===== config.mk =====
export PLATFORM = sky130hd
export DESIGN_NAME = skf_seq
export DESIGN_NICKNAME = d
export VERILOG_FILES = /design/src/rtl/core/skf_pkg.sv /design/src/rtl/core/skf_seq.sv
export SDC_FILE = /design/constraint.sdc
export NUM_CORES = 1
export LEC_CHECK = 0
export ABC_AREA = 1
export BUFFER_PORTS_ARGS = -buffer_cell sky130_fd_sc_hd__buf_2
export CAP_MARGIN = 20
export CORE_UTILIZATION = 41
export CTS_CLUSTER_DIAMETER = 100
export CTS_CLUSTER_SIZE = 20
export DETAILED_ROUTE_END_ITERATION = 12
export PLACE_DENSITY = 0.69
export SYNTH_ARGS = -nofsm -noshare
export SYNTH_HDL_FRONTEND = slang
export SYNTH_SLANG_ARGS = --single-unit
export TNS_END_PERCENT = 5

===== constraint.sdc =====
create_clock -name clk -period 4.28 [get_ports clk]
set_clock_uncertainty 0.15 [all_clocks]
set_input_delay 0.428 -clock clk [delete_from_list [all_inputs] [get_ports clk]]
set_output_delay 0.428 -clock clk [all_outputs]
set_load 0.005 [all_outputs]

===== src/rtl/core/skf_pkg.sv =====
// ----------------------------------------------------------------------------
// Scalar Kalman filter package
// Shared widths, register codes, microcode format, the control program and
// the fixed-point helper functions used by the datapath.
// ----------------------------------------------------------------------------
package skf_pkg;

	// Word formats: Q16.16 words and Q4.12 model gains.
	localparam int unsigned WORD_W    = 32;
	localparam int unsigned GAIN_W    = 16;
	localparam int unsigned CFG_IDX_W = 3;

	// Multiplier operands are signed and one bit wider than a word, so that an
	// unsigned word fits as well; the product register holds the full result.
	localparam int unsigned OPND_W = WORD_W + 1;
	localparam int unsigned PROD_W = 2 * OPND_W;

	// Gain division: a signed numerator P1*H*16 and an unsigned denominator
	// round(H*H*P1) + R, which is never saturated.
	localparam int unsigned NUM_SHIFT = 4;
	localparam int unsigned NUM_W     = 53;
	localparam int unsigned DEN_W     = 39;

	// Fixed-point constants.
	localparam int unsigned ONE_Q16   = 65536;
	localparam int unsigned NOISE_DEF = 1000;

	localparam logic [WORD_W-1:0] WORD_SMAX = {1'b0, {(WORD_W-1){1'b1}}};
	localparam logic [WORD_W-1:0] WORD_SMIN = {1'b1, {(WORD_W-1){1'b0}}};
	localparam logic [WORD_W-1:0] WORD_UMAX = {WORD_W{1'b1}};

	// Configuration register indexes.
	typedef enum logic [CFG_IDX_W-1:0] {
		REG_STATE_GAIN    = 3'd0,
		REG_CONTROL_GAIN  = 3'd1,
		REG_OBSERVE_GAIN  = 3'd2,
		REG_CONTROL_INPUT = 3'd3,
		REG_PROCESS_NOISE = 3'd4,
		REG_MEASURE_NOISE = 3'd5
	} cfg_reg_t;

	typedef struct packed {
		logic signed [GAIN_W-1:0] state_gain;
		logic signed [GAIN_W-1:0] control_gain;
		logic signed [GAIN_W-1:0] observe_gain;
		logic signed [WORD_W-1:0] control_input;
		logic        [WORD_W-1:0] process_noise;
		logic        [WORD_W-1:0] measure_noise;
	} cfg_t;

	localparam cfg_t CFG_RESET = '{
		state_gain:    16'sd4096,
		control_gain:  16'sd0,
		observe_gain:  16'sd4096,
		control_input: 32'sd0,
		process_noise: WORD_W'(NOISE_DEF) << 16,
		measure_noise: WORD_W'(NOISE_DEF) << 16
	};

	// Multiplier operand selects.
	typedef enum logic [2:0] {
		A_F, A_B, A_H, A_K, A_FAC, A_T
	} mul_a_t;

	typedef enum logic [2:0] {
		B_X, B_U, B_F, B_P, B_H, B_P1, B_X1, B_Y
	} mul_b_t;

	// Write-back operations; those that use a product take the previous step's.
	typedef enum logic [3:0] {
		WB_NONE, WB_LOAD, WB_ACC, WB_X1, WB_T, WB_Y, WB_P1, WB_S,
		WB_DIV, WB_K, WB_X, WB_FAC, WB_P, WB_EMIT
	} wb_t;

	// Conditions that hold the program at its current step.
	typedef enum logic [1:0] {
		H_NONE, H_NO_INPUT, H_DIV_BUSY, H_OUT_FULL
	} hold_t;

	// Program steps.
	typedef enum logic [4:0] {
		ST_IDLE, ST_FX, ST_BU, ST_FF, ST_HX1, ST_FFP, ST_HH, ST_HH_SAVE,
		ST_HHP1, ST_HP1, ST_DIV_GO, ST_DIV_WAIT, ST_K, ST_KY, ST_KH,
		ST_FAC, ST_FACP1, ST_P, ST_EMIT
	} step_t;

	typedef struct packed {
		logic   mul_en;
		mul_a_t a_sel;
		mul_b_t b_sel;
		wb_t    wb;
		hold_t  hold;
		logic   jump;
		step_t  target;
	} uword_t;

	// Control from the sequencer to the datapath.
	typedef struct packed {
		logic   fire;
		uword_t uw;
	} ctrl_t;

	// Status back to the sequencer.
	typedef struct packed {
		logic out_full;
		logic div_busy;
	} stat_t;

	typedef struct packed {
		logic                    start;
		logic signed [NUM_W-1:0] num;
		logic        [DEN_W-1:0] den;
	} div_req_t;

	typedef struct packed {
		logic              busy;
		logic [WORD_W-1:0] quot;
	} div_rsp_t;

	// Control program. A step that is not held advances by one or jumps.
	function automatic uword_t ucode(input step_t pc);
		uword_t w;
		w = '0;
		case (pc)
			ST_IDLE: begin
				w.hold = H_NO_INPUT;
				w.wb   = WB_LOAD;
			end
			ST_FX: begin
				w.mul_en = 1'b1; w.a_sel = A_F; w.b_sel = B_X;
			end
			ST_BU: begin
				w.mul_en = 1'b1; w.a_sel = A_B; w.b_sel = B_U;
				w.wb = WB_ACC;
			end
			ST_FF: begin
				w.mul_en = 1'b1; w.a_sel = A_F; w.b_sel = B_F;
				w.wb = WB_X1;
			end
			ST_HX1: begin
				w.mul_en = 1'b1; w.a_sel = A_H; w.b_sel = B_X1;
				w.wb = WB_T;
			end
			ST_FFP: begin
				w.mul_en = 1'b1; w.a_sel = A_T; w.b_sel = B_P;
				w.wb = WB_Y;
			end
			ST_HH: begin
				w.mul_en = 1'b1; w.a_sel = A_H; w.b_sel = B_H;
				w.wb = WB_P1;
			end
			ST_HH_SAVE: begin
				w.wb = WB_T;
			end
			ST_HHP1: begin
				w.mul_en = 1'b1; w.a_sel = A_T; w.b_sel = B_P1;
			end
			ST_HP1: begin
				w.mul_en = 1'b1; w.a_sel = A_H; w.b_sel = B_P1;
				w.wb = WB_S;
			end
			ST_DIV_GO: begin
				w.wb = WB_DIV;
			end
			ST_DIV_WAIT: begin
				w.hold = H_DIV_BUSY;
			end
			ST_K: begin
				w.wb = WB_K;
			end
			ST_KY: begin
				w.mul_en = 1'b1; w.a_sel = A_K; w.b_sel = B_Y;
			end
			ST_KH: begin
				w.mul_en = 1'b1; w.a_sel = A_K; w.b_sel = B_H;
				w.wb = WB_X;
			end
			ST_FAC: begin
				w.wb = WB_FAC;
			end
			ST_FACP1: begin
				w.mul_en = 1'b1; w.a_sel = A_FAC; w.b_sel = B_P1;
			end
			ST_P: begin
				w.wb = WB_P;
			end
			ST_EMIT: begin
				w.hold   = H_OUT_FULL;
				w.wb     = WB_EMIT;
				w.jump   = 1'b1;
				w.target = ST_IDLE;
			end
			default: begin
				w.jump   = 1'b1;
				w.target = ST_IDLE;
			end
		endcase
		return w;
	endfunction

	// Arithmetic shift right that rounds half up.
	function automatic logic signed [PROD_W-1:0] rnd_shift(
		input logic signed [PROD_W-1:0] v,
		input int unsigned              sh
	);
		logic signed [PROD_W-1:0] half;
		half = PROD_W'(1) << (sh - 1);
		return (v + half) >>> sh;
	endfunction

	// Saturate a wide signed value to a signed word.
	function automatic logic [WORD_W-1:0] sat_s32(input logic signed [PROD_W-1:0] v);
		logic pos_ovf;
		logic neg_ovf;
		logic [WORD_W-1:0] r;
		pos_ovf = !v[PROD_W-1] && (|v[PROD_W-2:WORD_W-1]);
		neg_ovf = v[PROD_W-1] && !(&v[PROD_W-2:WORD_W-1]);
		if (pos_ovf) begin
			r = WORD_SMAX;
		end else if (neg_ovf) begin
			r = WORD_SMIN;
		end else begin
			r = v[WORD_W-1:0];
		end
		return r;
	endfunction

	// Clamp a wide signed value to an unsigned word.
	function automatic logic [WORD_W-1:0] sat_u32(input logic signed [PROD_W-1:0] v);
		logic [WORD_W-1:0] r;
		if (v[PROD_W-1]) begin
			r = '0;
		end else if (|v[PROD_W-2:WORD_W]) begin
			r = WORD_UMAX;
		end else begin
			r = v[WORD_W-1:0];
		end
		return r;
	endfunction

endpackage


===== src/rtl/core/skf_seq.sv =====
// ----------------------------------------------------------------------------
// Microcode sequencer
// Step counter over the control program; a step may hold on a condition
// and may jump when it completes.
// ----------------------------------------------------------------------------
module skf_seq (
	input  logic            clk,
	input  logic            arst_n,
	input  logic            in_valid,
	input  skf_pkg::stat_t  stat,
	output skf_pkg::ctrl_t  ctrl,
	output logic            in_ready
);
	import skf_pkg::*;

	step_t  pc_q;
	uword_t uw;
	logic   hold;

	// Control word of the current step.
	assign uw = ucode(pc_q);

	// Hold condition of the current step.
	always_comb begin
		case (uw.hold)
			H_NONE:     hold = 1'b0;
			H_NO_INPUT: hold = !in_valid;
			H_DIV_BUSY: hold = stat.div_busy;
			H_OUT_FULL: hold = stat.out_full;
			default:    hold = 1'b0;
		endcase
	end

	// The idle step is the only one that takes a word.
	assign in_ready  = (uw.hold == H_NO_INPUT);
	assign ctrl.fire = !hold;
	assign ctrl.uw   = uw;

	// Step counter.
	always_ff @(posedge clk or negedge arst_n) begin
		if (!arst_n) begin
			pc_q <= ST_IDLE;
		end else if (!hold) begin
			pc_q <= uw.jump ? uw.target : step_t'(pc_q + 1'b1);
		end
	end

endmodule


==> impl_metrics.ini <==
[run_status]
outcome = completed

[place]
gp_congestion = 0.894
place_inst = 158
place_area_sq_um = 786
post-dp-hpwl_microns = 1340
preCtsSetupSlack_ps = 2120
port_buffers = 20

[clock_tree]
clock_sinks = 5
clockBufferDepth = 2
numCtsBuffers = 3
insertion_delay_ps = 240
clkTransAtPathRegs_ps = 40
postCtsSetupRepairBufs = 0
root_buffer = clkbuf_4
htreeDepth = 1
tritoncts = built

[detailed_routing]
first_iter_violations = 13
dr.pass1.iters = 4
antenna_left = 0
routed_wl_microns = 1600
drcViolationCount = 0
vias = 804
viasPerCell = 4.93
wl_per_cell_microns = 9.79

[sta]
finalCriticalPeriod_ps = 2440
grt_setup_unrepaired = false
slew_viol_final = 0
setup_slack_ps = 1840
tns_ps = 0
max_clock_freq_ghz = 0.410
finalSetupViolations = 0
finalCritPeriodShare = 0.569
finalHoldViolCount = 0

[power_and_ir_drop]
power_density_mw_per_mm2 = 643
peakVddDrop_v = 0.000305
p_leak_nw = 0.557

[final_layout]
largest_register_ffs = 5
stdcell_area_sq_um = 822
regMostFlops = pc_q
antenna_cells = 0
layout.nets = 158
fin_cells = 163
layout-drive-gt1-share = 0.218
syn_to_final_growth_pct = 18.6
reg_top3 = pc_q (5)

[yosys]
synth.distinct_cells = 21
synth-edff-count = 0
ys_async_sr_fraction = 1.00
synth-warning-count = 0
yosysTopAreaCell = dfrtp_1
synth_area_leaders = dfrtp_1 (18%), nand2_1 (17%), nor2_1 (15%)
ys.flop_type = dfrtp_1
yosysSeqAreaShare = 0.181
synthesis.area_sq_um = 693
ys_ff_latch = 5
syn_avg_cell_area_sq_um = 5.59
yosysTopAreaCellShare = 0.181
synthTopCellsByCount = nand2_1 (32), nor2_1 (28), inv_1 (16)
netlist_instances = 124
yosysMostFrequentCell = nand2_1

[floorplanning]
start_util = 0.450
core_sq_mm = 0.00154
io_pins = 26
die_h_microns = 43.1
die-area_sq_mm = 0.00186
die_x_microns = 43.1
rows = 14

[global_route]
track_usage = 0.176
grt_max_degree = 8
antenna_found_initial = 0
grt_overflow_total = 0
grt_pass1_vias = 689
grt_pass1_wl_microns = 2580

[flow_run]
drv_cap = 0

[setup_path]
crit_type = reg -> out
end_kind = primary output
required_ps = 3700
critical_path.max_fanout = 6
arrival_ps = 1860
start_kind = flip-flop

[worst_hold_path]
min_path_type = in -> reg
## repair_timing
action,CTS,global route
gates resized for setup,0,0
hold endpoints to repair,5,0
hold buffers,1,0
## final timing paths
check	cells past startpoint	slack, ps	startpoint	end
setup / recovery	9	1840	pc_q[0]$_DFFE_PN0N_	ctrl[18]
hold / removal	3	350	stat[1]	pc_q[4]$_DFFE_PN0N_
setup reg to reg	10	2450	pc_q[0]$_DFFE_PN0N_	pc_q[4]$_DFFE_PN0N_
hold reg to reg	2	390	pc_q[1]$_DFFE_PN0N_	pc_q[1]$_DFFE_PN0N_
max in group asynchronous	2	3470	arst_n	pc_q[2]$_DFFE_PN0N_
min in group asynchronous	2	380	arst_n	pc_q[0]$_DFFE_PN0N_
## cells in the final DEF (no fill, tap or decap)
cell type | netlist | layout
o21ai_0 | 3 | 3
or2_2 | 1 | 1
nand2_1 | 32 | 32
dlygate4sd3_1 | 0 | 1
ha_1 | 5 | 5
xor2_1 | 2 | 2
nand3_1 | 8 | 8
clkbuf_1 | 0 | 1
o2111ai_1 | 1 | 1
inv_2 | 4 | 4
dfrtp_1 | 5 | 5
buf_2 | 1 | 20
nor2_2 | 2 | 2
o211ai_1 | 1 | 1
inv_1 | 16 | 16
conb_1 | 1 | 5
a21oi_1 | 1 | 1
nor2_1 | 28 | 28
clkbuf_4 | 0 | 3
nand3b_1 | 1 | 1
nand2_2 | 2 | 2
nor3_1 | 4 | 4
nand4_1 | 1 | 1
## area by class of cell
type                    instances  area [sq um]
fillers                       164           719
multi-input cells              97           465
flip-flops and latches          5           125
repair buffers                 21           110
inverters                      20          75.1
clock buffers                   4          26.3
well taps                      16          20.0
## worst max-delay path, cell delays in order, from the launching register on
cell	delay (ps)
dfrtp_1	390
inv_1	100
ha_1	240
nand2_1	180
inv_1	60
nand2_1	80
nand3_1	90
nor3_1	210
o211ai_1	120
buf_2	140
## power by group
part,internal [mW],leakage (nW),switching [mW]
clock,0.0351,0.0150,0.0174
combinational,0.158,0.475,0.236
sequential,0.0623,0.0664,0.0202
## metrics by stage
stage                     total power [mW]  utilization  hold slack [ps]
after floorplan                      0.347            -            -17.6
after global placement               0.477        0.510             96.3
after detailed placement             0.477        0.510             96.0
after CTS                            0.535        0.533              344
after global routing                 0.596        0.533              342
final                                0.529        0.533              352
## metal layers
metal / up-vias / routed length, microns / share of wire / track usage
met5: - / 0 / 0 / 0
met4: 0 / 16 / 0.010 / 0.115
met3: 2 / 88 / 0.055 / 0
met2: 30 / 819 / 0.51 / 0.284
met1: 352 / 671 / 0.42 / 0.231
li1: 420 / - / - / -
## logic make-up after synthesis
kind of cell / synth area share
other cells: 0.00541
compound gates: 0.0523
simple gates: 0.477
buf+inv: 0.170
xor+xnor: 0.0253
fa+ha+maj: 0.0903
flops: 0.181
Power figures use the tool's default switching activity.
