**src/rtl/core/skf_pkg.sv**
```systemverilog
// ----------------------------------------------------------------------------
// Scalar Kalman filter package
// Shared widths, register codes, microcode format, the control program and
// the fixed-point helper functions used by the datapath.
// ----------------------------------------------------------------------------
package skf_pkg;

	// Word formats: Q16.16 words and Q4.12 model gains.
	localparam int unsigned WORD_W    = 32;
	localparam int unsigned GAIN_W    = 16;
	localparam int unsigned CFG_IDX_W = 3;

	// Multiplier operands are signed and one bit wider than a word, so that an
	// unsigned word fits as well; the product register holds the full result.
	localparam int unsigned OPND_W = WORD_W + 1;
	localparam int unsigned PROD_W = 2 * OPND_W;

	// Gain division: a signed numerator P1*H*16 and an unsigned denominator
	// round(H*H*P1) + R, which is never saturated.
	localparam int unsigned NUM_SHIFT = 4;
	localparam int unsigned NUM_W     = 53;
	localparam int unsigned DEN_W     = 39;

	// Fixed-point constants.
	localparam int unsigned ONE_Q16   = 65536;
	localparam int unsigned NOISE_DEF = 1000;

	localparam logic [WORD_W-1:0] WORD_SMAX = {1'b0, {(WORD_W-1){1'b1}}};
	localparam logic [WORD_W-1:0] WORD_SMIN = {1'b1, {(WORD_W-1){1'b0}}};
	localparam logic [WORD_W-1:0] WORD_UMAX = {WORD_W{1'b1}};

	// Configuration register indexes.
	typedef enum logic [CFG_IDX_W-1:0] {
		REG_STATE_GAIN    = 3'd0,
		REG_CONTROL_GAIN  = 3'd1,
		REG_OBSERVE_GAIN  = 3'd2,
		REG_CONTROL_INPUT = 3'd3,
		REG_PROCESS_NOISE = 3'd4,
		REG_MEASURE_NOISE = 3'd5
	} cfg_reg_t;

	typedef struct packed {
		logic signed [GAIN_W-1:0] state_gain;
		logic signed [GAIN_W-1:0] control_gain;
		logic signed [GAIN_W-1:0] observe_gain;
		logic signed [WORD_W-1:0] control_input;
		logic        [WORD_W-1:0] process_noise;
		logic        [WORD_W-1:0] measure_noise;
	} cfg_t;

	localparam cfg_t CFG_RESET = '{
		state_gain:    16'sd4096,
		control_gain:  16'sd0,
		observe_gain:  16'sd4096,
		control_input: 32'sd0,
		process_noise: WORD_W'(NOISE_DEF) << 16,
		measure_noise: WORD_W'(NOISE_DEF) << 16
	};

	// Multiplier operand selects.
	typedef enum logic [2:0] {
		A_F, A_B, A_H, A_K, A_FAC, A_T
	} mul_a_t;

	typedef enum logic [2:0] {
		B_X, B_U, B_F, B_P, B_H, B_P1, B_X1, B_Y
	} mul_b_t;

	// Write-back operations; those that use a product take the previous step's.
	typedef enum logic [3:0] {
		WB_NONE, WB_LOAD, WB_ACC, WB_X1, WB_T, WB_Y, WB_P1, WB_S,
		WB_DIV, WB_K, WB_X, WB_FAC, WB_P, WB_EMIT
	} wb_t;

	// Conditions that hold the program at its current step.
	typedef enum logic [1:0] {
		H_NONE, H_NO_INPUT, H_DIV_BUSY, H_OUT_FULL
	} hold_t;

	// Program steps.
	typedef enum logic [4:0] {
		ST_IDLE, ST_FX, ST_BU, ST_FF, ST_HX1, ST_FFP, ST_HH, ST_HH_SAVE,
		ST_HHP1, ST_HP1, ST_DIV_GO, ST_DIV_WAIT, ST_K, ST_KY, ST_KH,
		ST_FAC, ST_FACP1, ST_P, ST_EMIT
	} step_t;

	typedef struct packed {
		logic   mul_en;
		mul_a_t a_sel;
		mul_b_t b_sel;
		wb_t    wb;
		hold_t  hold;
		logic   jump;
		step_t  target;
	} uword_t;

	// Control from the sequencer to the datapath.
	typedef struct packed {
		logic   fire;
		uword_t uw;
	} ctrl_t;

	// Status back to the sequencer.
	typedef struct packed {
		logic out_full;
		logic div_busy;
	} stat_t;

	typedef struct packed {
		logic                    start;
		logic signed [NUM_W-1:0] num;
		logic        [DEN_W-1:0] den;
	} div_req_t;

	typedef struct packed {
		logic              busy;
		logic [WORD_W-1:0] quot;
	} div_rsp_t;

	// Control program. A step that is not held advances by one or jumps.
	function automatic uword_t ucode(input step_t pc);
		uword_t w;
		w = '0;
		case (pc)
			ST_IDLE: begin
				w.hold = H_NO_INPUT;
				w.wb   = WB_LOAD;
			end
			ST_FX: begin
				w.mul_en = 1'b1; w.a_sel = A_F; w.b_sel = B_X;
			end
			ST_BU: begin
				w.mul_en = 1'b1; w.a_sel = A_B; w.b_sel = B_U;
				w.wb = WB_ACC;
			end
			ST_FF: begin
				w.mul_en = 1'b1; w.a_sel = A_F; w.b_sel = B_F;
				w.wb = WB_X1;
			end
			ST_HX1: begin
				w.mul_en = 1'b1; w.a_sel = A_H; w.b_sel = B_X1;
				w.wb = WB_T;
			end
			ST_FFP: begin
				w.mul_en = 1'b1; w.a_sel = A_T; w.b_sel = B_P;
				w.wb = WB_Y;
			end
			ST_HH: begin
				w.mul_en = 1'b1; w.a_sel = A_H; w.b_sel = B_H;
				w.wb = WB_P1;
			end
			ST_HH_SAVE: begin
				w.wb = WB_T;
			end
			ST_HHP1: begin
				w.mul_en = 1'b1; w.a_sel = A_T; w.b_sel = B_P1;
			end
			ST_HP1: begin
				w.mul_en = 1'b1; w.a_sel = A_H; w.b_sel = B_P1;
				w.wb = WB_S;
			end
			ST_DIV_GO: begin
				w.wb = WB_DIV;
			end
			ST_DIV_WAIT: begin
				w.hold = H_DIV_BUSY;
			end
			ST_K: begin
				w.wb = WB_K;
			end
			ST_KY: begin
				w.mul_en = 1'b1; w.a_sel = A_K; w.b_sel = B_Y;
			end
			ST_KH: begin
				w.mul_en = 1'b1; w.a_sel = A_K; w.b_sel = B_H;
				w.wb = WB_X;
			end
			ST_FAC: begin
				w.wb = WB_FAC;
			end
			ST_FACP1: begin
				w.mul_en = 1'b1; w.a_sel = A_FAC; w.b_sel = B_P1;
			end
			ST_P: begin
				w.wb = WB_P;
			end
			ST_EMIT: begin
				w.hold   = H_OUT_FULL;
				w.wb     = WB_EMIT;
				w.jump   = 1'b1;
				w.target = ST_IDLE;
			end
			default: begin
				w.jump   = 1'b1;
				w.target = ST_IDLE;
			end
		endcase
		return w;
	endfunction

	// Arithmetic shift right that rounds half up.
	function automatic logic signed [PROD_W-1:0] rnd_shift(
		input logic signed [PROD_W-1:0] v,
		input int unsigned              sh
	);
		logic signed [PROD_W-1:0] half;
		half = PROD_W'(1) << (sh - 1);
		return (v + half) >>> sh;
	endfunction

	// Saturate a wide signed value to a signed word.
	function automatic logic [WORD_W-1:0] sat_s32(input logic signed [PROD_W-1:0] v);
		logic pos_ovf;
		logic neg_ovf;
		logic [WORD_W-1:0] r;
		pos_ovf = !v[PROD_W-1] && (|v[PROD_W-2:WORD_W-1]);
		neg_ovf = v[PROD_W-1] && !(&v[PROD_W-2:WORD_W-1]);
		if (pos_ovf) begin
			r = WORD_SMAX;
		end else if (neg_ovf) begin
			r = WORD_SMIN;
		end else begin
			r = v[WORD_W-1:0];
		end
		return r;
	endfunction

	// Clamp a wide signed value to an unsigned word.
	function automatic logic [WORD_W-1:0] sat_u32(input logic signed [PROD_W-1:0] v);
		logic [WORD_W-1:0] r;
		if (v[PROD_W-1]) begin
			r = '0;
		end else if (|v[PROD_W-2:WORD_W]) begin
			r = WORD_UMAX;
		end else begin
			r = v[WORD_W-1:0];
		end
		return r;
	endfunction

endpackage

```
**src/rtl/core/skf_div.sv**
```systemverilog
// ----------------------------------------------------------------------------
// Gain divider
// Restoring divider, one quotient bit per cycle, that forms the signed,
// saturated gain from the numerator and denominator of the update step.
// ----------------------------------------------------------------------------
module skf_div (
	input  logic               clk,
	input  logic               arst_n,
	input  skf_pkg::div_req_t  req,
	output skf_pkg::div_rsp_t  rsp
);
	import skf_pkg::*;

	localparam int unsigned CNT_W = $clog2(WORD_W);
	localparam int unsigned HI_W  = NUM_W - WORD_W;

	typedef enum logic {
		D_IDLE,
		D_RUN
	} dstate_t;

	dstate_t           state_q;
	logic [CNT_W-1:0]  cnt_q;
	logic [DEN_W-1:0]  rem_q;
	logic [DEN_W-1:0]  den_q;
	logic [WORD_W-1:0] quo_q;
	logic              neg_q;
	logic [WORD_W-1:0] res_q;

	logic [NUM_W-1:0]  mag;
	logic [HI_W-1:0]   hi;
	logic [DEN_W:0]    rem2;
	logic [DEN_W+1:0]  trial;
	logic              borrow;
	logic [DEN_W-1:0]  rem_nx;
	logic [WORD_W-1:0] quo_nx;
	logic [WORD_W-1:0] fin;

	// Magnitude of the numerator and its upper part, which seeds the remainder.
	assign mag = req.num[NUM_W-1] ? NUM_W'(-req.num) : NUM_W'(req.num);
	assign hi  = mag[NUM_W-1:WORD_W];

	// One trial subtraction per cycle.
	assign rem2   = {rem_q, quo_q[WORD_W-1]};
	assign trial  = {1'b0, rem2} - {2'b00, den_q};
	assign borrow = trial[DEN_W+1];
	assign rem_nx = borrow ? rem2[DEN_W-1:0] : trial[DEN_W-1:0];
	assign quo_nx = {quo_q[WORD_W-2:0], !borrow};

	// Apply the sign and saturate to a signed word.
	always_comb begin
		if (neg_q) begin
			fin = (quo_nx > WORD_SMIN) ? WORD_SMIN : (WORD_W'(0) - quo_nx);
		end else begin
			fin = quo_nx[WORD_W-1] ? WORD_SMAX : quo_nx;
		end
	end

	// Divider control and working registers.
	always_ff @(posedge clk or negedge arst_n) begin
		if (!arst_n) begin
			state_q <= D_IDLE;
			cnt_q   <= '0;
			rem_q   <= '0;
			den_q   <= '0;
			quo_q   <= '0;
			neg_q   <= 1'b0;
			res_q   <= '0;
		end else begin
			case (state_q)
				D_IDLE: begin
					if (req.start) begin
						neg_q <= req.num[NUM_W-1];
						den_q <= req.den;
						if (req.den == '0) begin
							res_q <= '0;
						end else if (DEN_W'(hi) >= req.den) begin
							// The quotient needs more than a word: saturate now.
							res_q <= req.num[NUM_W-1] ? WORD_SMIN : WORD_SMAX;
						end else begin
							rem_q   <= DEN_W'(hi);
							quo_q   <= mag[WORD_W-1:0];
							cnt_q   <= CNT_W'(WORD_W - 1);
							state_q <= D_RUN;
						end
					end
				end
				D_RUN: begin
					rem_q <= rem_nx;
					quo_q <= quo_nx;
					cnt_q <= cnt_q - 1'b1;
					if (cnt_q == '0) begin
						res_q   <= fin;
						state_q <= D_IDLE;
					end
				end
				default: begin
					state_q <= D_IDLE;
				end
			endcase
		end
	end

	assign rsp.busy = (state_q == D_RUN);
	assign rsp.quot = res_q;

endmodule

```
**config.mk**
```make
export PLATFORM = sky130hd
export DESIGN_NAME = skf_div
export DESIGN_NICKNAME = d
export VERILOG_FILES = /design/src/rtl/core/skf_pkg.sv /design/src/rtl/core/skf_div.sv
export SDC_FILE = /design/constraint.sdc
export NUM_CORES = 1
export LEC_CHECK = 0
export BUFFER_PORTS_ARGS = -buffer_cell sky130_fd_sc_hd__buf_4
export CAP_MARGIN = 10
export CORE_MARGIN = 2
export CORE_UTILIZATION = 40
export CTS_CLUSTER_SIZE = 40
export DETAILED_ROUTE_END_ITERATION = 12
export HOLD_SLACK_MARGIN = 0.06
export PLACE_DENSITY = 0.61
export SKIP_CTS_REPAIR_TIMING = 1
export SLEW_MARGIN = 0
export SYNTH_ARGS = -nofsm -noshare
export SYNTH_HDL_FRONTEND = slang
export SYNTH_SLANG_ARGS = --single-unit
```
**constraint.sdc**
```tcl
create_clock -name clk -period 7.8 [get_ports clk]
set_clock_uncertainty 0.15 [all_clocks]
set_input_delay 1.56 -clock clk [delete_from_list [all_inputs] [get_ports clk]]
set_output_delay 1.56 -clock clk [all_outputs]
set_load 0.05 [all_outputs]
```
==> flow_summary.yaml <==
status:
  status: "completed"
yosys:
  synth.ff_latch_count: 149
  synthesis.instances: 1390
  synth_area_leader_cell: "dfrtp_1"
  synth_area_sq_um: 11200
  synth_top_area_share_pct: 33.4
  synth-main-ff-cell: "dfrtp_1"
  yosysWarnings: 0
  synth-edff-count: 0
  syn_area_per_cell_sq_um: 8.02
  syn-num-nets: 1550
  ys_types: 73
  yosysSeqAreaShare_pct: 33.4
  synth_area_leaders: "dfrtp_1 (33%), o21ai_0 (8.3%), ha_1 (7.2%), nand2_1 (6.1%), a21oi_1 (4.8%)"
  async_reset_ff_share_pct: 100
grt:
  grt_pass1_wl_um: 53200
  grt_pass1_vias: 9816
  grt_max_degree: 93
  antenna_found_initial: 0
  grt_usage_pct: 22.8
  gr-total-overflow: 0
sta:
  finalWorstPathRequiredPeriod_ns: 6.88
  setup_viol: 0
  finalHoldViolCount: 0
  fmax_ghz: 0.145
  timing.final.crit_share_pct: 88.2
  fin_tns_setup_ns: 0
  drv_slew: 0
  slew_headroom_pct: 26.4
  grt_setup_unrepaired: "false"
  worst_slew_pin_slew_ns: 1.09
clock_network:
  cts_root_buf: "clkbuf_16"
  clk_pin_slew_ns: 0.07
  cts_made_buffers: 17
  htree_levels: 4
  clk_latency_ns: 0.43
  cts.sinks: 149
  cts_tree: "yes"
  cts_buffer_depth: 2
route:
  drt_first_iter_violations: 871
  drc: 0
  vias_per_cell: 5.64
  ant_nets: 0
  top_layer: "met4"
  routed_wl_um: 32700
  dr.pass1.iters: 6
  via_count: 10530
  routed-wl-met2_um: 13900
  drt-met1-wl_um: 16400
  wl_met3_um: 1960
  wire_per_inst_um: 17.5
placement:
  hpwl_um: 24200
  routabilityCongestion: 0.902
  numPortBuffers: 127
power:
  power_density_nw_per_um2: 490
  switching_power_mw: 3.14
  p_int_mw: 3.26
  clkPwrFrac_pct: 13.3
  netSwitchingFraction_pct: 49.0
  seq_power_share_pct: 24.9
  leakage_nw: 5.65
  vdd_drop_max_uv: 181
  pwr-share-comb_pct: 61.8
  p_total_mw: 6.40
die:
  chipHeight_um: 171
  io_pins: 128
  initial_core_util_pct: 40.4
  die_x_um: 171
  dieArea_sq_um: 29200
  rows: 61
  core_area_sq_um: 27600
job:
  maxCapViolations: 0
layout:
  num_antenna_cells: 0
  final_cell_mix: "o21ai_0 (184), nand2_1 (182), dfrtp_1 (148), buf_4 (139), a21oi_1 (108)"
  layout.nets: 1637
  final_layout_size_suffix_gt1_share_pct: 13.4
  area_growth_pct: 17.1
  final_common_cell: "o21ai_0"
hold_path:
  hp-class: "flip-flop to flip-flop"
critical_path:
  cp.arrival_ns: 7.05
  startpoint_type: "primary input"
  end_kind: "flip-flop"
  worstSetupPathType: "primary input to flip-flop"
  cp.required_ns: 7.97
  critPathMaxFanout: 15
## state kept, by name, summed over array words and instances, names as in the netlist
| name | cells |
|---|---|
| den_q | 39 |
| cnt_q | 5 |
| rem_q | 39 |
| state_q | 1 |
| res_q | 32 |
| quo_q | 32 |
| neg_q | 1 |
## critical path, stage by stage
cell and delay, ns:
buf_4 0.12, or4_4 0.55, nand4bb_1 0.31, or3_4 0.47, or4_4 0.45, or4_4 0.45
or3_4 0.42, o41ai_4 0.23, xnor2_1 0.20, ha_1 0.30, a21o_1 0.17, a21oi_1 0.12
o21ai_0 0.09, a21oi_1 0.29, o21ai_0 0.30, a21boi_4 0.26, buf_4 0.30, mux2i_1 0.22
nor2_1 0.06, a21o_1 0.18
## synthesized netlist by cell type (5+ instances only)
| master | count |
|---|---|
| o211ai_1 | 24 |
| nand2b_1 | 10 |
| or2_2 | 5 |
| nor2_1 | 88 |
| buf_1 | 7 |
| dfrtp_1 | 149 |
| o221ai_1 | 8 |
| nand4_1 | 12 |
| a21o_1 | 25 |
| xnor2_1 | 44 |
| o31ai_1 | 19 |
| a21oi_1 | 108 |
| o21ai_1 | 9 |
| a32oi_1 | 5 |
| nor3_1 | 19 |
| nor2b_1 | 7 |
| nand2_1 | 182 |
| clkbuf_1 | 65 |
| or3_1 | 10 |
| mux2i_1 | 31 |
| xor2_1 | 38 |
| o21a_1 | 8 |
| a211oi_1 | 14 |
| o22ai_1 | 6 |
| o41ai_1 | 7 |
| o22a_1 | 10 |
| inv_1 | 86 |
| o21ai_0 | 185 |
| a31oi_1 | 11 |
| nand3_1 | 25 |
| or4_1 | 11 |
| nor4_1 | 19 |
| ha_1 | 64 |
## final timing paths
check | depth (start not counted) | slack [ns] | startpoint | endpoint
worst min-delay path | 1 | 0.35 | res_q[12] | res_q[12]
worst max-delay path | 20 | 0.92 | req[51] | rem_q[10]
worst min register to register | 1 | 0.35 | res_q[12] | res_q[12]
worst max register to register | 19 | 2.90 | rem_q[1] | res_q[30]
min in group asynchronous | 1 | 1.07 | arst_n | den_q[11]
max in group asynchronous | 2 | 5.16 | arst_n | den_q[3]
## cell families (layout without fill, tap and decap cells)
kind of cell,Yosys count,count (layout),share of synthesized area [%]
and+or+nand+nor,416,416,17.5
adders and majority gates,65,65,7.36
AOI/OAI and AO/OA,483,483,26.8
xor gates and xnor gates,82,82,6.44
muxes,33,33,2.98
buffers and inverters,162,262,5.52
DFF,149,149,33.4
## layout make-up
class / count / area (sq um)
Timing Repair Buffer: 142 / 1080
Tap cell: 378 / 473
Clock inverter: 12 / 154
Fill cell: 2728 / 14600
Sequential cell: 149 / 3730
Clock buffer: 20 / 437
Inverter: 88 / 330
Multi-Input combinational cell: 1079 / 6850
## per-stage QoR
stage	std cells	hold slack, ns	area, sq um	worst slack [ns]	util [%]
2_1_floorplan	1390	0.319	11200	0.648	-
3_3_place_gp	1835	0.330	12500	0.664	45.1
3_5_place_dp	1835	0.335	12500	0.562	45.1
4_1_cts	1867	0.354	13100	0.989	47.2
5_1_grt	1868	0.365	13100	0.631	47.3
6_report	1868	0.348	13100	0.917	47.3
## per-layer routing
layer | vias up | global-route usage, %
met4 | 0 | 4.83
met3 | 30 | 3.26
li1 | 5182 | -
met5 | - | 0
met1 | 4982 | 35.3
met2 | 336 | 33.5
## power groups by stage
stage               sequential, mW  combinational [mW]  clock [mW]
floorplan                     1.68                2.80           0
global placement              1.59                3.85           0
detailed placement            1.59                3.91           0
CTS                           1.58                3.93       0.870
global route                  1.64                4.45       0.902
finish                        1.59                3.95       0.853
Power figures use the tool's default switching activity.
