===== src/rtl/core/skf_pkg.sv =====
// ----------------------------------------------------------------------------
// Scalar Kalman filter package
// Shared widths, register codes, microcode format, the control program and
// the fixed-point helper functions used by the datapath.
// ----------------------------------------------------------------------------
package skf_pkg;

	// Word formats: Q16.16 words and Q4.12 model gains.
	localparam int unsigned WORD_W    = 32;
	localparam int unsigned GAIN_W    = 16;
	localparam int unsigned CFG_IDX_W = 3;

	// Multiplier operands are signed and one bit wider than a word, so that an
	// unsigned word fits as well; the product register holds the full result.
	localparam int unsigned OPND_W = WORD_W + 1;
	localparam int unsigned PROD_W = 2 * OPND_W;

	// Gain division: a signed numerator P1*H*16 and an unsigned denominator
	// round(H*H*P1) + R, which is never saturated.
	localparam int unsigned NUM_SHIFT = 4;
	localparam int unsigned NUM_W     = 53;
	localparam int unsigned DEN_W     = 39;

	// Fixed-point constants.
	localparam int unsigned ONE_Q16   = 65536;
	localparam int unsigned NOISE_DEF = 1000;

	localparam logic [WORD_W-1:0] WORD_SMAX = {1'b0, {(WORD_W-1){1'b1}}};
	localparam logic [WORD_W-1:0] WORD_SMIN = {1'b1, {(WORD_W-1){1'b0}}};
	localparam logic [WORD_W-1:0] WORD_UMAX = {WORD_W{1'b1}};

	// Configuration register indexes.
	typedef enum logic [CFG_IDX_W-1:0] {
		REG_STATE_GAIN    = 3'd0,
		REG_CONTROL_GAIN  = 3'd1,
		REG_OBSERVE_GAIN  = 3'd2,
		REG_CONTROL_INPUT = 3'd3,
		REG_PROCESS_NOISE = 3'd4,
		REG_MEASURE_NOISE = 3'd5
	} cfg_reg_t;

	typedef struct packed {
		logic signed [GAIN_W-1:0] state_gain;
		logic signed [GAIN_W-1:0] control_gain;
		logic signed [GAIN_W-1:0] observe_gain;
		logic signed [WORD_W-1:0] control_input;
		logic        [WORD_W-1:0] process_noise;
		logic        [WORD_W-1:0] measure_noise;
	} cfg_t;

	localparam cfg_t CFG_RESET = '{
		state_gain:    16'sd4096,
		control_gain:  16'sd0,
		observe_gain:  16'sd4096,
		control_input: 32'sd0,
		process_noise: WORD_W'(NOISE_DEF) << 16,
		measure_noise: WORD_W'(NOISE_DEF) << 16
	};

	// Multiplier operand selects.
	typedef enum logic [2:0] {
		A_F, A_B, A_H, A_K, A_FAC, A_T
	} mul_a_t;

	typedef enum logic [2:0] {
		B_X, B_U, B_F, B_P, B_H, B_P1, B_X1, B_Y
	} mul_b_t;

	// Write-back operations; those that use a product take the previous step's.
	typedef enum logic [3:0] {
		WB_NONE, WB_LOAD, WB_ACC, WB_X1, WB_T, WB_Y, WB_P1, WB_S,
		WB_DIV, WB_K, WB_X, WB_FAC, WB_P, WB_EMIT
	} wb_t;

	// Conditions that hold the program at its current step.
	typedef enum logic [1:0] {
		H_NONE, H_NO_INPUT, H_DIV_BUSY, H_OUT_FULL
	} hold_t;

	// Program steps.
	typedef enum logic [4:0] {
		ST_IDLE, ST_FX, ST_BU, ST_FF, ST_HX1, ST_FFP, ST_HH, ST_HH_SAVE,
		ST_HHP1, ST_HP1, ST_DIV_GO, ST_DIV_WAIT, ST_K, ST_KY, ST_KH,
		ST_FAC, ST_FACP1, ST_P, ST_EMIT
	} step_t;

	typedef struct packed {
		logic   mul_en;
		mul_a_t a_sel;
		mul_b_t b_sel;
		wb_t    wb;
		hold_t  hold;
		logic   jump;
		step_t  target;
	} uword_t;

	// Control from the sequencer to the datapath.
	typedef struct packed {
		logic   fire;
		uword_t uw;
	} ctrl_t;

	// Status back to the sequencer.
	typedef struct packed {
		logic out_full;
		logic div_busy;
	} stat_t;

	typedef struct packed {
		logic                    start;
		logic signed [NUM_W-1:0] num;
		logic        [DEN_W-1:0] den;
	} div_req_t;

	typedef struct packed {
		logic              busy;
		logic [WORD_W-1:0] quot;
	} div_rsp_t;

	// Control program. A step that is not held advances by one or jumps.
	function automatic uword_t ucode(input step_t pc);
		uword_t w;
		w = '0;
		case (pc)
			ST_IDLE: begin
				w.hold = H_NO_INPUT;
				w.wb   = WB_LOAD;
			end
			ST_FX: begin
				w.mul_en = 1'b1; w.a_sel = A_F; w.b_sel = B_X;
			end
			ST_BU: begin
				w.mul_en = 1'b1; w.a_sel = A_B; w.b_sel = B_U;
				w.wb = WB_ACC;
			end
			ST_FF: begin
				w.mul_en = 1'b1; w.a_sel = A_F; w.b_sel = B_F;
				w.wb = WB_X1;
			end
			ST_HX1: begin
				w.mul_en = 1'b1; w.a_sel = A_H; w.b_sel = B_X1;
				w.wb = WB_T;
			end
			ST_FFP: begin
				w.mul_en = 1'b1; w.a_sel = A_T; w.b_sel = B_P;
				w.wb = WB_Y;
			end
			ST_HH: begin
				w.mul_en = 1'b1; w.a_sel = A_H; w.b_sel = B_H;
				w.wb = WB_P1;
			end
			ST_HH_SAVE: begin
				w.wb = WB_T;
			end
			ST_HHP1: begin
				w.mul_en = 1'b1; w.a_sel = A_T; w.b_sel = B_P1;
			end
			ST_HP1: begin
				w.mul_en = 1'b1; w.a_sel = A_H; w.b_sel = B_P1;
				w.wb = WB_S;
			end
			ST_DIV_GO: begin
				w.wb = WB_DIV;
			end
			ST_DIV_WAIT: begin
				w.hold = H_DIV_BUSY;
			end
			ST_K: begin
				w.wb = WB_K;
			end
			ST_KY: begin
				w.mul_en = 1'b1; w.a_sel = A_K; w.b_sel = B_Y;
			end
			ST_KH: begin
				w.mul_en = 1'b1; w.a_sel = A_K; w.b_sel = B_H;
				w.wb = WB_X;
			end
			ST_FAC: begin
				w.wb = WB_FAC;
			end
			ST_FACP1: begin
				w.mul_en = 1'b1; w.a_sel = A_FAC; w.b_sel = B_P1;
			end
			ST_P: begin
				w.wb = WB_P;
			end
			ST_EMIT: begin
				w.hold   = H_OUT_FULL;
				w.wb     = WB_EMIT;
				w.jump   = 1'b1;
				w.target = ST_IDLE;
			end
			default: begin
				w.jump   = 1'b1;
				w.target = ST_IDLE;
			end
		endcase
		return w;
	endfunction

	// Arithmetic shift right that rounds half up.
	function automatic logic signed [PROD_W-1:0] rnd_shift(
		input logic signed [PROD_W-1:0] v,
		input int unsigned              sh
	);
		logic signed [PROD_W-1:0] half;
		half = PROD_W'(1) << (sh - 1);
		return (v + half) >>> sh;
	endfunction

	// Saturate a wide signed value to a signed word.
	function automatic logic [WORD_W-1:0] sat_s32(input logic signed [PROD_W-1:0] v);
		logic pos_ovf;
		logic neg_ovf;
		logic [WORD_W-1:0] r;
		pos_ovf = !v[PROD_W-1] && (|v[PROD_W-2:WORD_W-1]);
		neg_ovf = v[PROD_W-1] && !(&v[PROD_W-2:WORD_W-1]);
		if (pos_ovf) begin
			r = WORD_SMAX;
		end else if (neg_ovf) begin
			r = WORD_SMIN;
		end else begin
			r = v[WORD_W-1:0];
		end
		return r;
	endfunction

	// Clamp a wide signed value to an unsigned word.
	function automatic logic [WORD_W-1:0] sat_u32(input logic signed [PROD_W-1:0] v);
		logic [WORD_W-1:0] r;
		if (v[PROD_W-1]) begin
			r = '0;
		end else if (|v[PROD_W-2:WORD_W]) begin
			r = WORD_UMAX;
		end else begin
			r = v[WORD_W-1:0];
		end
		return r;
	endfunction

endpackage


===== src/rtl/core/skf_dpath.sv =====
// ----------------------------------------------------------------------------
// Filter datapath
// Shared multiplier with a product register, the working registers of one
// filter step, the post-product rounding and saturation, and the result word.
// ----------------------------------------------------------------------------
module skf_dpath (
	input  logic                                clk,
	input  logic                                arst_n,
	input  skf_pkg::cfg_t                       cfg,
	input  skf_pkg::ctrl_t                      ctrl,
	input  logic signed [skf_pkg::WORD_W-1:0]   measurement,
	input  skf_pkg::div_rsp_t                   div_rsp,
	output skf_pkg::div_req_t                   div_req,
	output logic                                out_full,
	output logic                                out_valid,
	input  logic                                out_ready,
	output logic signed [skf_pkg::WORD_W-1:0]   estimate,
	output logic        [skf_pkg::WORD_W-1:0]   variance,
	output logic signed [skf_pkg::WORD_W-1:0]   kalman_gain
);
	import skf_pkg::*;

	// F*x and B*u each fit 48 signed bits.
	localparam int unsigned ACC_W = 49;
	// F*F and H*H are at most 2^30.
	localparam int unsigned T_W = 31;

	// Filter state.
	logic signed [WORD_W-1:0] x_q;
	logic        [WORD_W-1:0] p_q;
	logic                     seen_q;

	// Working registers of one step.
	logic signed [PROD_W-1:0] prod_q;
	logic signed [ACC_W-1:0]  acc_q;
	logic        [T_W-1:0]    t_q;
	logic signed [WORD_W-1:0] z_q;
	logic signed [WORD_W-1:0] x1_q;
	logic        [WORD_W-1:0] p1_q;
	logic        [DEN_W-1:0]  s_q;
	logic signed [WORD_W-1:0] y_q;
	logic signed [WORD_W-1:0] k_q;
	logic signed [WORD_W-1:0] fac_q;

	// Result word.
	logic                     out_valid_q;
	logic signed [WORD_W-1:0] est_q;
	logic        [WORD_W-1:0] var_q;
	logic signed [WORD_W-1:0] gain_q;

	logic signed [OPND_W-1:0] opa;
	logic signed [OPND_W-1:0] opb;
	logic signed [WORD_W-1:0] hx1;
	logic                     wb_fire;

	assign wb_fire = ctrl.fire;

	// Multiplier operand selection.
	always_comb begin
		case (ctrl.uw.a_sel)
			A_F:     opa = OPND_W'($signed(cfg.state_gain));
			A_B:     opa = OPND_W'($signed(cfg.control_gain));
			A_H:     opa = OPND_W'($signed(cfg.observe_gain));
			A_K:     opa = OPND_W'(k_q);
			A_FAC:   opa = OPND_W'(fac_q);
			A_T:     opa = $signed(OPND_W'(t_q));
			default: opa = '0;
		endcase
	end

	always_comb begin
		case (ctrl.uw.b_sel)
			B_X:     opb = OPND_W'(x_q);
			B_U:     opb = OPND_W'($signed(cfg.control_input));
			B_F:     opb = OPND_W'($signed(cfg.state_gain));
			B_P:     opb = $signed(OPND_W'(p_q));
			B_H:     opb = OPND_W'($signed(cfg.observe_gain));
			B_P1:    opb = $signed(OPND_W'(p1_q));
			B_X1:    opb = OPND_W'(x1_q);
			B_Y:     opb = OPND_W'(y_q);
			default: opb = '0;
		endcase
	end

	// Predicted measurement, saturated before the innovation is formed.
	assign hx1 = $signed(sat_s32(rnd_shift(prod_q, 12)));

	// Gain division request: numerator P1*H*16 and the stored denominator.
	assign div_req.start = wb_fire && (ctrl.uw.wb == WB_DIV);
	assign div_req.num   = {prod_q[NUM_W-NUM_SHIFT-1:0], {NUM_SHIFT{1'b0}}};
	assign div_req.den   = s_q;

	// Product register and the working registers of a step.
	always_ff @(posedge clk) begin
		if (wb_fire && ctrl.uw.mul_en) begin
			prod_q <= opa * opb;
		end
		if (wb_fire) begin
			case (ctrl.uw.wb)
				WB_LOAD: z_q   <= measurement;
				WB_ACC:  acc_q <= prod_q[ACC_W-1:0];
				WB_X1:   x1_q  <= $signed(sat_s32(rnd_shift(PROD_W'(acc_q) + prod_q, 12)));
				WB_T:    t_q   <= prod_q[T_W-1:0];
				WB_Y:    y_q   <= $signed(sat_s32(PROD_W'(z_q) - PROD_W'(hx1)));
				WB_P1:   p1_q  <= sat_u32(rnd_shift(prod_q, 24)
					+ $signed(PROD_W'(cfg.process_noise)));
				WB_S:    s_q   <= DEN_W'(rnd_shift(prod_q, 24)
					+ $signed(PROD_W'(cfg.measure_noise)));
				WB_K:    k_q   <= $signed(div_rsp.quot);
				WB_FAC:  fac_q <= $signed(sat_s32($signed(PROD_W'(ONE_Q16))
					- rnd_shift(prod_q, 12)));
				default: ;
			endcase
		end
	end

	// Filter state and the result word.
	always_ff @(posedge clk or negedge arst_n) begin
		if (!arst_n) begin
			x_q         <= '0;
			p_q         <= '0;
			seen_q      <= 1'b0;
			out_valid_q <= 1'b0;
			est_q       <= '0;
			var_q       <= '0;
			gain_q      <= '0;
		end else begin
			if (wb_fire) begin
				case (ctrl.uw.wb)
					WB_LOAD: begin
						// The first measurement seeds the estimate.
						if (!seen_q) begin
							x_q    <= measurement;
							seen_q <= 1'b1;
						end
					end
					WB_X:    x_q <= $signed(sat_s32(PROD_W'(x1_q) + rnd_shift(prod_q, 16)));
					WB_P:    p_q <= sat_u32(rnd_shift(prod_q, 16));
					default: ;
				endcase
			end
			if (wb_fire && (ctrl.uw.wb == WB_EMIT)) begin
				out_valid_q <= 1'b1;
				est_q       <= x_q;
				var_q       <= p_q;
				gain_q      <= k_q;
			end else if (out_ready) begin
				out_valid_q <= 1'b0;
			end
		end
	end

	assign out_full    = out_valid_q && !out_ready;
	assign out_valid   = out_valid_q;
	assign estimate    = est_q;
	assign variance    = var_q;
	assign kalman_gain = gain_q;

endmodule


===== config.mk =====
export PLATFORM = sky130hd
export DESIGN_NAME = skf_dpath
export DESIGN_NICKNAME = d
export VERILOG_FILES = /design/src/rtl/core/skf_pkg.sv /design/src/rtl/core/skf_dpath.sv
export SDC_FILE = /design/constraint.sdc
export NUM_CORES = 2
export LEC_CHECK = 0
export ABC_AREA = 1
export BUFFER_PORTS_ARGS = -buffer_cell sky130_fd_sc_hd__buf_2
export CAP_MARGIN = 0
export CORE_MARGIN = 8
export CORE_UTILIZATION = 30
export CTS_CLUSTER_DIAMETER = 30
export DETAILED_ROUTE_END_ITERATION = 10
export SLEW_MARGIN = 40
export SYNTH_ARGS = -nofsm -noshare
export SYNTH_HDL_FRONTEND = slang
export SYNTH_SLANG_ARGS = --single-unit

===== constraint.sdc =====
create_clock -name clk -period 16.78 [get_ports clk]
set_input_delay 0 -clock clk [delete_from_list [all_inputs] [get_ports clk]]
set_output_delay 0 -clock clk [all_outputs]
set_load 0.01 [all_outputs]

==> reports/results.ini <==
[floorplanning]
core_area_um2 = 262000
rows = 188
pin_count = 423
initial_core_util_pct = 30.1
die_area_um2 = 279000
die_y_um = 528
die_w_um = 528

[outcome]
status = completed

[sta]
finClkSkew_ns = 0.0473
worst_slew_pin_slew_ns = 0.935
setup_tns_ns = 0
max_freq_ghz = 0.0964
finalCritPeriodShare_pct = 61.8
slew_headroom_pct = 37.0
hold_viol_final = 0
setup_viol = 0
layout_min_cycle_time_ns = 10.37
rsz0062_at_grt = no
slew_violations = 0

[logic_synthesis]
synthMuxAreaShare_pct = 0
synth_cells = 9950
synth-compound-area-share_pct = 7.92
yosys_warnings = 0
synth_edf_count = 377
synth-simple-area-share_pct = 21.6
synth_fa_ha_area_share_pct = 36.5
synthFlopType = edfxtp_1
netlist_area_um2 = 78600
avgSynthCellArea_um2 = 7.90
synth_top_family_by_area = adder cells
ys_ff_latch = 539
synthXorXnorAreaFrac_pct = 3.92
async_flop_share_pct = 30.1
synth.distinct_cells = 64
seq_area_frac_synth_pct = 19.6

[global_route]
antenna_found_initial = 38
gr-usage-met3_pct = 6.06
use_met1_pct = 30.4
met2_usage_pct = 37.8
grt_pass1_wl_um = 497000
grt.busiest_layer = met2
grt_overflow = 0
grt_max_degree = 94
grt_usage_pct = 24.2
grt_pass1_vias = 71300

[worst_setup_path]
path_max_fanout = 23
cp-start-kind = primary input
crit_slowest_cell = fa_1
crit_path_end_kind = flip-flop
critical_path_class = primary input to flip-flop
arrival_ns = 10.82
r2r_slack_ns = 7.05
crit_required_ns = 17.23
critical_path.max_stage_delay_ns = 0.97

[placement]
dp_hpwl_um = 287000
port_buffers = 409
place_congestion = 1.03

[clocking]
cts.sinks = 539
clock_path_buffers = 3
clk_pin_slew_worst_paths_ns = 0.05
cts_buffers = 117
cts_tree = done
clockRootBuffer = clkbuf_16
cts_resized = 0
cts_setup_buffers = 0
cts-hold-fix-buffers = 154
insertion_delay_ns = 0.72
htreeDepth = 3

[drt]
drt_first_pass_iters = 8
postRouteAntennaNets = 0
routedWlPerCell_um = 24.5
dr_total_vias = 71800
drcViolationCount = 0
wl_um = 347000
viasPerCell = 5.08
dr.first_iter.drc_count = 7461

[finish]
area_growth_pct = 16.0
seqCellArea_um2 = 15400
mostFrequentLayoutCells = nand2_1, inv_1, nor2_1, fa_1, ha_1
largest_registers = prod_q x66, acc_q x49, s_q x39
largest_reg_flops = 66
nNetsFinal = 12400
n_fill_cell = 27600
multiInputGateArea_um2 = 55400
layout_commonest_cell = nand2_1
largest_register = prod_q
drive_gt1_share_pct = 9.33

[min_path]
hp-class = primary input to flip-flop

[flow_run]
maxCapViolations = 0

synthesized netlist by cell type, drive strengths merged, types with 19 or more instances:
cell type | number | share of area (%)
nor3 | 82 | 0.53
a221oi | 32 | 0.36
inv | 1781 | 8.5
o21ai | 367 | 2.3
nor2 | 1339 | 6.6
clkbuf | 238 | 1.1
nor4 | 38 | 0.31
a21oi | 472 | 3.1
nand4 | 96 | 0.76
nand3 | 273 | 1.8
xor2 | 248 | 2.8
a31oi | 47 | 0.37
edfxtp | 377 | 14
ha | 494 | 7.9
o21a | 29 | 0.28
xnor2 | 101 | 1.1
dfrtp | 162 | 5.2
a21o | 21 | 0.20
fa | 1126 | 29
nand2 | 2371 | 11
o21bai | 19 | 0.18
a22o | 28 | 0.31
buf | 84 | 0.75
cells by family (layout without fill, tap and decap cells):
logic type      after synthesis  in the layout
xor+xnor                    349            349
flops                       539            539
compound gates             1096           1096
other cells                   1             14
fa+ha+maj                  1620           1620
buf+inv                    2121           2770
simple gates               4224           4224
path summary, 6_finish.rpt:
kind,startpoint,cells after the start,to
min,ctrl[9],7,x_q[31]$_DFFE_PN0P_
min reg2reg,variance[13]$_DFFE_PN0P_,2,variance[13]$_DFFE_PN0P_
max reg2reg,x1_q[17]$_SDFFCE_PP1P_,36,prod_q[58]$_DFFE_PP_
max in group asynchronous,arst_n,4,p_q[28]$_DFFE_PN0P_
max,ctrl[16],35,prod_q[63]$_DFFE_PP_
min in group asynchronous,arst_n,4,kalman_gain[28]$_DFFE_PN0P_
critical path: cells and delay by family:
kind	cells	cell delay [ns]
adder cells (fa/ha/maj)	9	5.19
AND/OR/NAND/NOR	7	1.41
XOR/XNOR	1	0.07
buffers and inverters	13	3.08
AO/OA/AOI/OAI	5	0.99
stage by stage:
stage | area (um2) | instances | setup slack, ns | utilization (%) | hold WS, ns
2_1_floorplan | 78600 | 9953 | 8.07 | - | -0.296
3_3_place_gp | 85400 | 13700 | 5.76 | 32.6 | 0.170
3_5_place_dp | 85500 | 13700 | 5.73 | 32.7 | 0.0823
4_1_cts | 91200 | 14100 | 6.46 | 34.9 | 0.000749
5_1_grt | 91200 | 14100 | 5.89 | 34.9 | 0.0265
6_report | 91200 | 14100 | 6.41 | 34.9 | 0.0496
layout make-up:
| cell class | instances | area share [%] |
|---|---|---|
| Antenna cell | 10 | 0.0274 |
| Clock buffer | 128 | 3.31 |
| Clock inverter | 91 | 1.21 |
| Inverter | 1799 | 7.41 |
| Multi-Input combinational cell | 7293 | 60.8 |
| Sequential cell | 539 | 16.9 |
| Tap cell | 3515 | 4.82 |
| Timing Repair Buffer | 752 | 5.60 |
per-layer routing:
layer,vias up,part of all wire (%)
met2,3606,44
met4,14,7.1
met3,772,10
met1,35400,39
met5,-,0.028
li1,32000,-
Power is not shown: default switching activity piles up to over one toggle a cycle in this logic, so the estimate is an artifact.
